$ cat config.mk
export PLATFORM = sky130hd
export DESIGN_NAME = three_class_priority_queue
export DESIGN_NICKNAME = d
export VERILOG_FILES = /design/src/rtl/tcpq_pkg.sv /design/src/rtl/tcpq_ram.sv /design/src/rtl/tcpq_class_fifo.sv /design/src/rtl/three_class_priority_queue.sv
export SDC_FILE = /design/constraint.sdc
export NUM_CORES = 2
export LEC_CHECK = 0
export ABC_AREA = 0
export BUFFER_PORTS_ARGS = -buffer_cell sky130_fd_sc_hd__buf_2
export CORE_AREA = 10 10 470 472
export CTS_CLUSTER_DIAMETER = 80
export CTS_CLUSTER_SIZE = 28
export DETAILED_ROUTE_END_ITERATION = 8
export DIE_AREA = 0 0 480 482
export PLACE_DENSITY_LB_ADDON = 0.3
export SLEW_MARGIN = 10
export SYNTH_ARGS = -nofsm -noshare
export SYNTH_HDL_FRONTEND = slang
export SYNTH_SLANG_ARGS = --single-unit
$ cat constraint.sdc
create_clock -name i_clk -period 6.3 [get_ports i_clk]
set_input_delay 1.89 -clock i_clk [delete_from_list [all_inputs] [get_ports i_clk]]
set_output_delay 1.89 -clock i_clk [all_outputs]
set_load 0.01 [all_outputs]
$ cat src/rtl/tcpq_pkg.sv
`timescale 1ns / 1ps

package tcpq_pkg;

    // Default sizes
    localparam int DEPTH_DEF        = 16;
    localparam int PAYLOAD_BITS_DEF = 32;

    // Field widths fixed by the request format
    localparam int CLASS_W     = 2;
    localparam int STATUS_W    = 2;
    localparam int NUM_CLASSES = 3;

    // Request kinds
    localparam logic KIND_PUSH = 1'b0;
    localparam logic KIND_POP  = 1'b1;

    // Urgency classes, most urgent first
    localparam logic [CLASS_W-1:0] CLS_INSTANT  = 2'd0;
    localparam logic [CLASS_W-1:0] CLS_STANDARD = 2'd1;
    localparam logic [CLASS_W-1:0] CLS_ECONOMY  = 2'd2;

    // Result status codes
    localparam logic [STATUS_W-1:0] ST_OK    = 2'd0;
    localparam logic [STATUS_W-1:0] ST_EMPTY = 2'd1;
    localparam logic [STATUS_W-1:0] ST_FULL  = 2'd2;

    // Per-class queue control
    typedef struct packed {
        logic push;
        logic pop;
    } t_fifo_ctl;

endpackage

$ cat src/rtl/tcpq_ram.sv
`timescale 1ns / 1ps

module tcpq_ram #(
    parameter int WIDTH = 32,
    parameter int DEPTH = 16
) (
    input  logic                     i_clk,
    input  logic                     i_we,
    input  logic [$clog2(DEPTH)-1:0] i_waddr,
    input  logic [WIDTH-1:0]         i_wdata,
    input  logic [$clog2(DEPTH)-1:0] i_raddr,
    output logic [WIDTH-1:0]         o_rdata
);

    logic [WIDTH-1:0] r_mem [DEPTH];
    logic [WIDTH-1:0] r_rdata;

    // Write one word, read one word with registered data (old value on collision)
    always_ff @(posedge i_clk) begin
        if (i_we) begin
            r_mem[i_waddr] <= i_wdata;
        end
        r_rdata <= r_mem[i_raddr];
    end

    assign o_rdata = r_rdata;

endmodule

$ cat src/rtl/tcpq_class_fifo.sv
`timescale 1ns / 1ps

module tcpq_class_fifo #(
    parameter int DEPTH = tcpq_pkg::DEPTH_DEF,
    parameter int WIDTH = tcpq_pkg::PAYLOAD_BITS_DEF
) (
    input  logic                i_clk,
    input  logic                i_rst_n,
    input  tcpq_pkg::t_fifo_ctl i_ctl,
    input  logic [WIDTH-1:0]    i_data,
    output logic [WIDTH-1:0]    o_front,
    output logic                o_empty
);

    import tcpq_pkg::*;

    localparam int AW = $clog2(DEPTH);
    localparam int CW = $clog2(DEPTH + 1);

    logic [AW-1:0]    r_head, n_head;
    logic [AW-1:0]    r_tail, n_tail;
    logic [CW-1:0]    r_count, n_count;
    logic             r_byp_hit;
    logic [WIDTH-1:0] r_byp_data;
    logic [WIDTH-1:0] w_rdata;

    function automatic logic [AW-1:0] ptr_inc(input logic [AW-1:0] p);
        return (p == AW'(DEPTH - 1)) ? '0 : p + 1'b1;
    endfunction

    // Advance pointers and count
    always_comb begin
        n_head  = r_head;
        n_tail  = r_tail;
        n_count = r_count;
        if (i_ctl.push) begin
            n_tail  = ptr_inc(r_tail);
            n_count = r_count + 1'b1;
        end else if (i_ctl.pop) begin
            n_head  = ptr_inc(r_head);
            n_count = r_count - 1'b1;
        end
    end

    always_ff @(posedge i_clk) begin
        if (!i_rst_n) begin
            r_head    <= '0;
            r_tail    <= '0;
            r_count   <= '0;
            r_byp_hit <= 1'b0;
        end else begin
            r_head    <= n_head;
            r_tail    <= n_tail;
            r_count   <= n_count;
            r_byp_hit <= i_ctl.push && (r_tail == n_head);
        end
        r_byp_data <= i_data;
    end

    // Read the next front ahead; the RAM port is read-old on collision
    tcpq_ram #(
        .WIDTH (WIDTH),
        .DEPTH (DEPTH)
    ) u_ram (
        .i_clk   (i_clk),
        .i_we    (i_ctl.push),
        .i_waddr (r_tail),
        .i_wdata (i_data),
        .i_raddr (n_head),
        .o_rdata (w_rdata)
    );

    // Bypass a word written straight into the front slot
    assign o_front = r_byp_hit ? r_byp_data : w_rdata;
    assign o_empty = (r_count == '0);

endmodule

$ cat src/rtl/three_class_priority_queue.sv
`timescale 1ns / 1ps

// Three-class stable priority queue. A request (push or pop) is taken at any
// clock edge with start high and busy low; busy is high only while reset is
// held and for the edge that releases it. One request is taken every cycle,
// and its result appears on the o_ ports with o_valid high for exactly one
// cycle, after the input register and a pass through the per-class queue
// logic into the result register. Results cannot be held off, so the
// receiver must take every o_valid cycle. Each class keeps its own circular
// queue in a RAM with a registered read; the next front entry is fetched
// ahead, with a bypass for a word pushed into an empty class, so back-to-back
// pops of one class run at full rate. The pool is shared: a push fails once
// DEPTH entries are held in total. No clearing pass is needed after reset.
module three_class_priority_queue #(
    parameter int DEPTH        = tcpq_pkg::DEPTH_DEF,
    parameter int PAYLOAD_BITS = tcpq_pkg::PAYLOAD_BITS_DEF
) (
    input  logic                             i_clk,
    input  logic                             i_rst_n,
    input  logic                             start,
    output logic                             busy,
    input  logic                             i_kind,
    input  logic [tcpq_pkg::CLASS_W-1:0]     i_urgency,
    input  logic [PAYLOAD_BITS-1:0]          i_payload,
    output logic                             o_valid,
    output logic [tcpq_pkg::STATUS_W-1:0]    o_status,
    output logic [PAYLOAD_BITS-1:0]          o_popped_payload,
    output logic [tcpq_pkg::CLASS_W-1:0]     o_popped_class,
    output logic [$clog2(DEPTH + 1)-1:0]     o_occupancy
);

    import tcpq_pkg::*;

    localparam int CW = $clog2(DEPTH + 1);

    logic                    r_busy;
    logic                    r_req_valid;
    logic                    r_kind;
    logic [CLASS_W-1:0]      r_urgency;
    logic [PAYLOAD_BITS-1:0] r_payload;

    logic [CW-1:0]           r_total, n_total;
    logic                    r_out_valid;
    logic [STATUS_W-1:0]     r_status, n_status;
    logic [PAYLOAD_BITS-1:0] r_pop_word, n_pop_word;
    logic [CLASS_W-1:0]      r_pop_cls, n_pop_cls;

    t_fifo_ctl               w_ctl   [NUM_CLASSES];
    logic [PAYLOAD_BITS-1:0] w_front [NUM_CLASSES];
    logic [NUM_CLASSES-1:0]  w_empty;
    logic [CLASS_W-1:0]      w_push_cls;
    logic [CLASS_W-1:0]      w_sel;
    logic                    w_has;

    // Capture the request
    always_ff @(posedge i_clk) begin
        if (!i_rst_n) begin
            r_busy      <= 1'b1;
            r_req_valid <= 1'b0;
        end else begin
            r_busy      <= 1'b0;
            r_req_valid <= start && !r_busy;
        end
        r_kind    <= i_kind;
        r_urgency <= i_urgency;
        r_payload <= i_payload;
    end

    assign busy = r_busy;

    // Fold the unused urgency code into economy
    assign w_push_cls = (r_urgency > CLS_ECONOMY) ? CLS_ECONOMY : r_urgency;

    // Find the most urgent class that holds an entry
    always_comb begin
        w_has = 1'b0;
        w_sel = CLS_INSTANT;
        for (int i = NUM_CLASSES - 1; i >= 0; i--) begin
            if (!w_empty[i]) begin
                w_has = 1'b1;
                w_sel = CLASS_W'(i);
            end
        end
    end

    // Execute the request against the class queues
    always_comb begin
        for (int i = 0; i < NUM_CLASSES; i++) begin
            w_ctl[i] = '0;
        end
        n_total    = r_total;
        n_status   = ST_OK;
        n_pop_word = '0;
        n_pop_cls  = CLS_INSTANT;
        if (r_req_valid) begin
            if (r_kind == KIND_PUSH) begin
                if (r_total == CW'(DEPTH)) begin
                    n_status = ST_FULL;
                end else begin
                    w_ctl[w_push_cls].push = 1'b1;
                    n_total = r_total + 1'b1;
                end
            end else begin
                if (!w_has) begin
                    n_status = ST_EMPTY;
                end else begin
                    w_ctl[w_sel].pop = 1'b1;
                    n_pop_word = w_front[w_sel];
                    n_pop_cls  = w_sel;
                    n_total    = r_total - 1'b1;
                end
            end
        end
    end

    // One queue per class
    for (genvar g = 0; g < NUM_CLASSES; g++) begin : g_class
        tcpq_class_fifo #(
            .DEPTH (DEPTH),
            .WIDTH (PAYLOAD_BITS)
        ) u_fifo (
            .i_clk   (i_clk),
            .i_rst_n (i_rst_n),
            .i_ctl   (w_ctl[g]),
            .i_data  (r_payload),
            .o_front (w_front[g]),
            .o_empty (w_empty[g])
        );
    end

    // Register the result
    always_ff @(posedge i_clk) begin
        if (!i_rst_n) begin
            r_total     <= '0;
            r_out_valid <= 1'b0;
        end else begin
            r_total     <= n_total;
            r_out_valid <= r_req_valid;
        end
        r_status   <= n_status;
        r_pop_word <= n_pop_word;
        r_pop_cls  <= n_pop_cls;
    end

    assign o_valid          = r_out_valid;
    assign o_status         = r_status;
    assign o_popped_payload = r_pop_word;
    assign o_popped_class   = r_pop_cls;
    assign o_occupancy      = r_total;

endmodule
# Word-level counts from Yosys, hierarchy flattened
# Memories as Yosys holds them, arrays and structs flattened. A register that Yosys moved wholly into a read port is not among the register bits.
# Cells that the tools add are included.
[totals]
reg_bits = 153
memories = 3
input_bits = 38
elab_cells = 126
ramBits = 1536
output_inout_bits = 43
[op_classes]
muxes = 52
order_cmp = 5
reduce_logical = 15
n_bitwise = 2
add_sub_neg = 14
eq_ne = 12
[memory_table]
columns = ["memory", "depth", "width", "rd", "rd_clocked_by_memory_dff", "write_ports", "line_no", "rtl"]
rows = [
  ["g_class[0].u_fifo.u_ram.r_mem", 16, 32, 1, 1, 1, "tcpq_ram.sv:15", "logic [WIDTH-1:0] r_mem [DEPTH];"],
  ["g_class[1].u_fifo.u_ram.r_mem", 16, 32, 1, 1, 1, "tcpq_ram.sv:15", ""],
  ["g_class[2].u_fifo.u_ram.r_mem", 16, 32, 1, 1, 1, "tcpq_ram.sv:15", ""],
]
[ops]
columns = ["op", "count"]
rows = [
  ["$mux W32", 5],
  ["$bmux W32 S2", 1],
  ["$mux W5", 10],
  ["$mux W4", 12],
  ["$add A4 B1 Y4 const B", 6],
  ["$eq A4 B4 Y1 const B", 6],
  ["$add A5 B1 Y5 const B", 4],
  ["$sub A5 B1 Y5 const B", 4],
  ["$mux W6", 3],
  ["$logic_not A5 Y1", 3],
  ["$mux W2", 7],
  ["$eq A4 B4 Y1", 3],
  ["$mux W1", 12],
  ["$demux W2 S2", 2],
  ["$ge A3 B3 Y1 const B", 2],
  ["$logic_and A1 B1 Y1", 6],
  ["$lt A3 B1 Y1 const B", 2],
  ["$not A2 Y3", 2],
  ["$reduce_and A3 Y1", 2],
  ["$reduce_bool A2 Y1", 3],
  ["$eq A5 B5 Y1 const B", 1],
  ["$gt A2 B2 Y1 const B", 1],
  ["$ne A2 B1 Y1 const B", 1],
  ["$ne A2 B2 Y1 const B", 1],
  ["$logic_not A1 Y1", 1],
]

# Depth between registers and ports, before layout
[logic_depth]
depth_word = 16
ltp_mapped = 12
ltp_nobuf = 11

# Modules after synthesis
# From an unflattened synthesis, not the netlist that was laid out.
[hier_totals]
cells_unflattened = 3235
hier_area_um2 = 67795.0
[modules_own_cells]
columns = ["mod", "area_per_inst_um2", "seq_area_each_um2", "cells_per_inst", "n_inst"]
rows = [
  ["tcpq_ram at g_class[1].u_fifo.u_ram ...", 19854.0, 16015.4, 838, 2],
  ["tcpq_ram at g_class[0].u_fifo.u_ram", 19835.3, 16015.4, 838, 1],
  ["tcpq_class_fifo", 1826.8, 920.9, 156, 3],
  ["three_class_priority_queue", 2771.4, 1581.5, 253, 1],
]

# Worst setup path before layout
# OpenSTA, ideal clock, no wires.
[synth_path]
path_kind = "register to register"
start = "register r_total[0] (netlist: o_occupancy[0])"
end = "memory g_class[0].u_fifo.u_ram.r_mem[0][0] (enable)"
t_required_ns = 5.839
setup_ns = 0.461
synth_period_minus_slack_ns = 4.249
path_buffers = 1
t_arrival_ns = 3.788
slack_ns = 2.051
path_stages_with_launch = 8
cell_sequence = "dfxtp_1 > nor4_1 > nand2_1 > nand3_1 > nor3_1 > clkbuf_1 > nand2_1 > nor3_1"
[synth_between]
elab_chain_cells = 6
[synth_lines]
columns = ["item", "line_no", "rtl"]
rows = [
  ["start, declared", "three_class_priority_queue.sv:42", "logic [CW-1:0] r_total, n_total;"],
  ["start signal, assigned", "three_class_priority_queue.sv:137", "r_total <= n_total;"],
  ["$eq A5 B5 Y1", "three_class_priority_queue.sv:97", "if (r_total == CW'(DEPTH)) begin"],
  ["$mux W6", "three_class_priority_queue.sv:97", ""],
  ["$mux W6", "three_class_priority_queue.sv:96", "if (r_kind == KIND_PUSH) begin"],
  ["$mux W6", "three_class_priority_queue.sv:95", "if (r_req_valid) begin"],
  ["net g_class[0].u_fifo.u_ram.i_we", "tcpq_ram.sv:8", "input logic i_we,"],
  ["$mux W1", "tcpq_ram.sv:20", "if (i_we) begin"],
  ["$mux W1 (implied by the code)", "tcpq_ram.sv:21", "r_mem[i_waddr] <= i_wdata;"],
  ["end, declared", "tcpq_ram.sv:15", ""],
]
# The timed path passes the listed nets, and every way through them passes these cells.

# Final worst setup path
[layout_path]
start = "register g_class[1].u_fifo.r_count[0]"
end = "register g_class[2].u_fifo.u_ram.r_rdata[16], read port of g_class[2].u_fifo.u_ram.r_mem"
[layout_between]
elab_chain_cells = 13
word_cells_on_any_way = 16
classes_between = "order compare (2); mux (11); bitwise (1); reduce/logical (2)"
[layout_lines]
columns = ["item", "line_no", "rtl"]
rows = [
  ["start, declared", "tcpq_class_fifo.sv:22", "logic [CW-1:0] r_count, n_count;"],
  ["start signal, assigned", "tcpq_class_fifo.sv:54", "r_count <= n_count;"],
  ["$logic_not A5 Y1 *", "tcpq_class_fifo.sv:75", "assign o_empty = (r_count == '0);"],
  ["$mux W2 (2 in a row)", "three_class_priority_queue.sv:79", "if (!w_empty[i]) begin"],
  ["$not A2 Y3 (implied by the code)", "three_class_priority_queue.sv:107", "w_ctl[w_sel].pop = 1'b1;"],
  ["$ge A3 B3 Y1 (implied by the code) or $lt A3 B1 Y1 (tied branches)", "three_class_priority_queue.sv:107", ""],
  ["$logic_and A1 B1 Y1 (implied by the code)", "three_class_priority_queue.sv:107", ""],
  ["$mux W1 (implied by the code)", "three_class_priority_queue.sv:107", ""],
  ["$demux W2 S2", "three_class_priority_queue.sv:107", ""],
  ["$mux W5 *", "three_class_priority_queue.sv:104", "if (!w_has) begin"],
  ["$mux W6 *", "three_class_priority_queue.sv:96", ""],
  ["$mux W6 *", "three_class_priority_queue.sv:95", ""],
  ["$mux W4 *", "tcpq_class_fifo.sv:39", "end else if (i_ctl.pop) begin"],
  ["$mux W4 *", "tcpq_class_fifo.sv:36", "if (i_ctl.push) begin"],
  ["end, declared", "tcpq_ram.sv:16", "logic [WIDTH-1:0] r_rdata;"],
]
# Every way passes the cells marked *; elsewhere a longest branch is shown, timed or not.
# A chain may end at the register's enable or synchronous reset.

==> results by group <==
GRT
  • Routing usage on met1: 20.7%
  • Antenna violations before repair: 11
  • Global-route wire length before repair: 259000 µm
  • Grt total ovfl: 0
  • Pin count of the biggest net entering global routing: 129
  • GRT busiest layer: met2
  • Total Routing Usage GR: 15.0%
  • Grt met3 use: 2.10%
  • Met2 Usage GRT: 24.9%
  • Vias in the first global route: 35496

Logic synthesis
  • Top FF cell, synth: edfxtp_1
  • Most instantiated cells after synthesis: edfxtp_1, nand2_1, dfxtp_1, nor2_1, mux2i_1
  • Biggest area consumer among synthesized cells: edfxtp_1
  • Syn_nets: 4302
  • Post-Synth XOR/XNOR Area: 0.533%
  • Seq cells post-synth: 1785
  • Adder-cell area share of the yosys netlist: 0.621%
  • Register area share after synthesis: 75.9%
  • Post-synth EDFFs: 1536
  • Warning count from the yosys run: 0
  • Syn avg cell area: 15.9 µm²
  • Synth area leaders: edfxtp_1, dfxtp_1, mux4_2
  • Simple-gate share of the synthesized area: 7.21%
  • Post-synth top area share: 68.5%
  • Cell count after synthesis: 4233
  • Async set or reset register ratio after synthesis: 0%
  • Synth cell types: 50
  • Post-synthesis compound-gate area fraction: 6.12%
  • Post-synthesis mux area share: 7.92%
  • Count leader, synth: edfxtp_1
  • Largest family of logic cells by synthesized area: multiplexers
  • Cell area after synthesis: 67300 µm²

Floorplan
  • Ports: 81
  • Core area: 211000 µm²
  • Horiz. Die Dim: 480 µm
  • Die footprint: 231000 µm²
  • # rows: 169
  • Initial Util: 31.9%
  • Die span in y: 482 µm

Critical path
  • Setup crit start kind: flop
  • Crit path capture: g_class[2].u_fifo.u_ram.o_rdata[16]$_DFF_P_
  • Critical path peak fanout: 93
  • Crit. End Element: flop
  • Most common cell on crit path: buf_4
  • Worst Path Buf+Inv: 2
  • Worst-path cell chain: nor4_1, nand4_1, nor3_2, buf_4, mux2_8, buf_4, nand3_1, a32oi_1, o221ai_1
  • Crit path largest cell delay: 0.91 ns
  • RR Endpoint: g_class[2].u_fifo.u_ram.o_rdata[16]$_DFF_P_
  • CP arrival: 4.83 ns
  • R2R Setup Slk: 2.06 ns
  • Crit-path slowest cell: nor4_1
  • Worst Path Required: 6.89 ns
  • Reg2reg start: g_class[1].u_fifo.r_count[0]$_SDFFE_PN0P_
  • Worst Setup Path Type: flop to flop
  • Top Family by Delay on Critical Path: simple AND/OR/NAND/NOR gates
  • Cell depth of the worst flop-to-flop path: 9
  • Worst Setup SP: g_class[1].u_fifo.r_count[0]$_SDFFE_PN0P_
  • Crit path depth: 9

Power
  • Maximum vdd drop: 239 µV
  • Static Leakage: 25.1 nW
  • Pwr Density: 278 nW/µm²

Detailed routing
  • Antenna Violating Nets Remaining: 0
  • DRC Markers: 0
  • Total wire length: 180000 µm
  • DR vias: 36412
  • Mean routed wirelength per cell: 25.1 µm
  • Post-DR vias/cell: 5.08
  • Iteration-0 DRC Markers: 3553
  • TritonRoute pass-1 iters: 5

Layout
  • Non-filler cells, final: 7165
  • Layout Nets: 4328
  • Layout cells sized above 1: 14.3%
  • Final Util: 35.6%
  • # fillers: 19807
  • Area Growth Syn to Fin: 11.6%

STA
  • Clk_skew: 0.0500 ns
  • RSZ-0062 raised after global routing: no
  • Min Tclk post-route: 4.24 ns
  • Fin crit share: 67.3%
  • Fin. Hold Viols: 0
  • Fin worst setup slack: 2.06 ns
  • Fin Hold WS: 0.435 ns
  • Achievable clock frequency: 0.236 GHz
  • Setup violators final: 0
  • Worst slew margin: 13.8%
  • Fin Setup TNS: 0 ns
  • Max Transition Viols Final: 0
  • Slew @ Worst Pin: 1.29 ns

Clock tree
  • # Post-CTS Setup Buffers: 0
  • Worst-Skew Late Latency: 0.77 ns
  • CTS tree: done
  • Clock root cell: clkbuf_16
  • # resized after CTS: 0
  • CTS max path bufs: 3
  • Total clock sinks: 1785
  • Hold buffers post-CTS: 0
  • Clock transition at path regs: 0.10 ns
  • H-tree Lvls: 3
  • TritonCTS Buffers: 96

Placed design
  • Pre-CTS setup slack: 1.99 ns
  • Routability Congestion: 0.777
  • DP Cell Count: 6982
  • Hpwl dp: 97000 µm
  • Number of port buffers: 80

Status
  • Outcome: finished, final reports clean

Run
  • MaxCap Viol Count: 0

Min path
  • Type of the tightest min-delay check: flop to flop
-- layout by cell type (no fill, tap or decap), types with 14 or more instances in the layout --
cell          n
a211oi_1    129
a21oi_1     147
a221o_1      32
a22oi_1      67
a31oi_1      66
a32oi_1      31
and2_0       56
and2_1       44
and3_1       33
buf_2        80
buf_4        86
clkbuf_16    96
dfxtp_1     216
dfxtp_2      33
edfxtp_1   1536
ha_1         27
inv_1        20
inv_6        18
inv_8        14
mux2_2       32
mux2i_1     200
mux4_2      128
nand2_1     643
nand3_1      70
nor2_1      204
nor2_4       43
nor3_2       14
o221ai_1     32
o22ai_1      32
o32ai_1      32
xnor2_1      27
xor2_1       14
-- cells by family (layout without fill, tap and decap cells) --
family	count (synthesis)	count (layout)
buf+inv	272	379
flops	1785	1785
mux	368	368
other cells	0	4
xor+xnor	41	41
compound gates	589	589
simple gates	1147	1147
fa+ha+maj	31	31
-- worst min path at each step --
stage                                                   start  cells past startpoint                                        end
finish                                           busy$_DFF_P_                      1                     r_req_valid$_SDFF_PN0_
global route                                     busy$_DFF_P_                      1                     r_req_valid$_SDFF_PN0_
CTS                                              busy$_DFF_P_                      1                     r_req_valid$_SDFF_PN0_
detailed placement                               busy$_DFF_P_                      1                     r_req_valid$_SDFF_PN0_
global placement                                 busy$_DFF_P_                      1                     r_req_valid$_SDFF_PN0_
floorplan           g_class[1].u_fifo.r_count[3]$_SDFFE_PN0P_                      2  g_class[1].u_fifo.r_count[3]$_SDFFE_PN0P_
-- registers in the layout, indices dropped and copies added (netlist names), 3 cells and up --
register / flops
g_class.u_fifo.r_count: 15
g_class.u_fifo.r_head: 12
g_class.u_fifo.r_byp_data: 32
g_class.u_fifo.r_byp_hit: 3
g_class.u_fifo.r_tail: 12
o_occupancy: 5
o_popped_payload: 32
r_payload: 32
g_class.u_fifo.u_ram.r_mem: 1536
g_class.u_fifo.u_ram.o_rdata: 96
-- worst reg2reg max path, delay by kind of cell, from the launching register on --
kind | cells | cell delay, ns
multiplexers | 1 | 0.75
buffers and inverters | 2 | 0.87
AND/OR/NAND/NOR | 4 | 1.71
flip-flops | 1 | 0.37
AO/OA/AOI/OAI | 2 | 0.38
-- report_power, final --
part           switching [W]  total [W]  internal, W
registers           0.000210     0.0131       0.0129
logic               0.000223   0.000352     0.000130
clock network        0.00430    0.00749      0.00319
-- per-layer routing --
layer  share of wire [%]  routed length [µm]
met5                   0                   0
met4                 2.9                5180
met3                 5.2                9340
met2                  48               86200
met1                  44               79300
-- cell type report --
type | instances | area (µm²) | share of cell area, %
diodes | 4 | 10.0 | 0.0133
well taps | 2821 | 3530 | 4.70
multi-input cells | 2176 | 15600 | 20.8
clock buffers | 106 | 2450 | 3.26
inverters | 21 | 80.1 | 0.107
flip-flops and latches | 1785 | 51200 | 68.1
repair buffers | 179 | 1310 | 1.74
clock inverters | 73 | 976 | 1.30
-- through the flow --
| stage | power, W | instance area [µm²] |
|---|---|---|
| finish | 0.0209 | 75100 |
| global route | 0.0215 | 75100 |
| CTS | 0.0211 | 75100 |
| detailed placement | 0.0137 | 71700 |
| global placement | 0.0137 | 71700 |
| floorplan | 0.0134 | 67300 |
No activity file was read; power rests on OpenSTA's default activity.
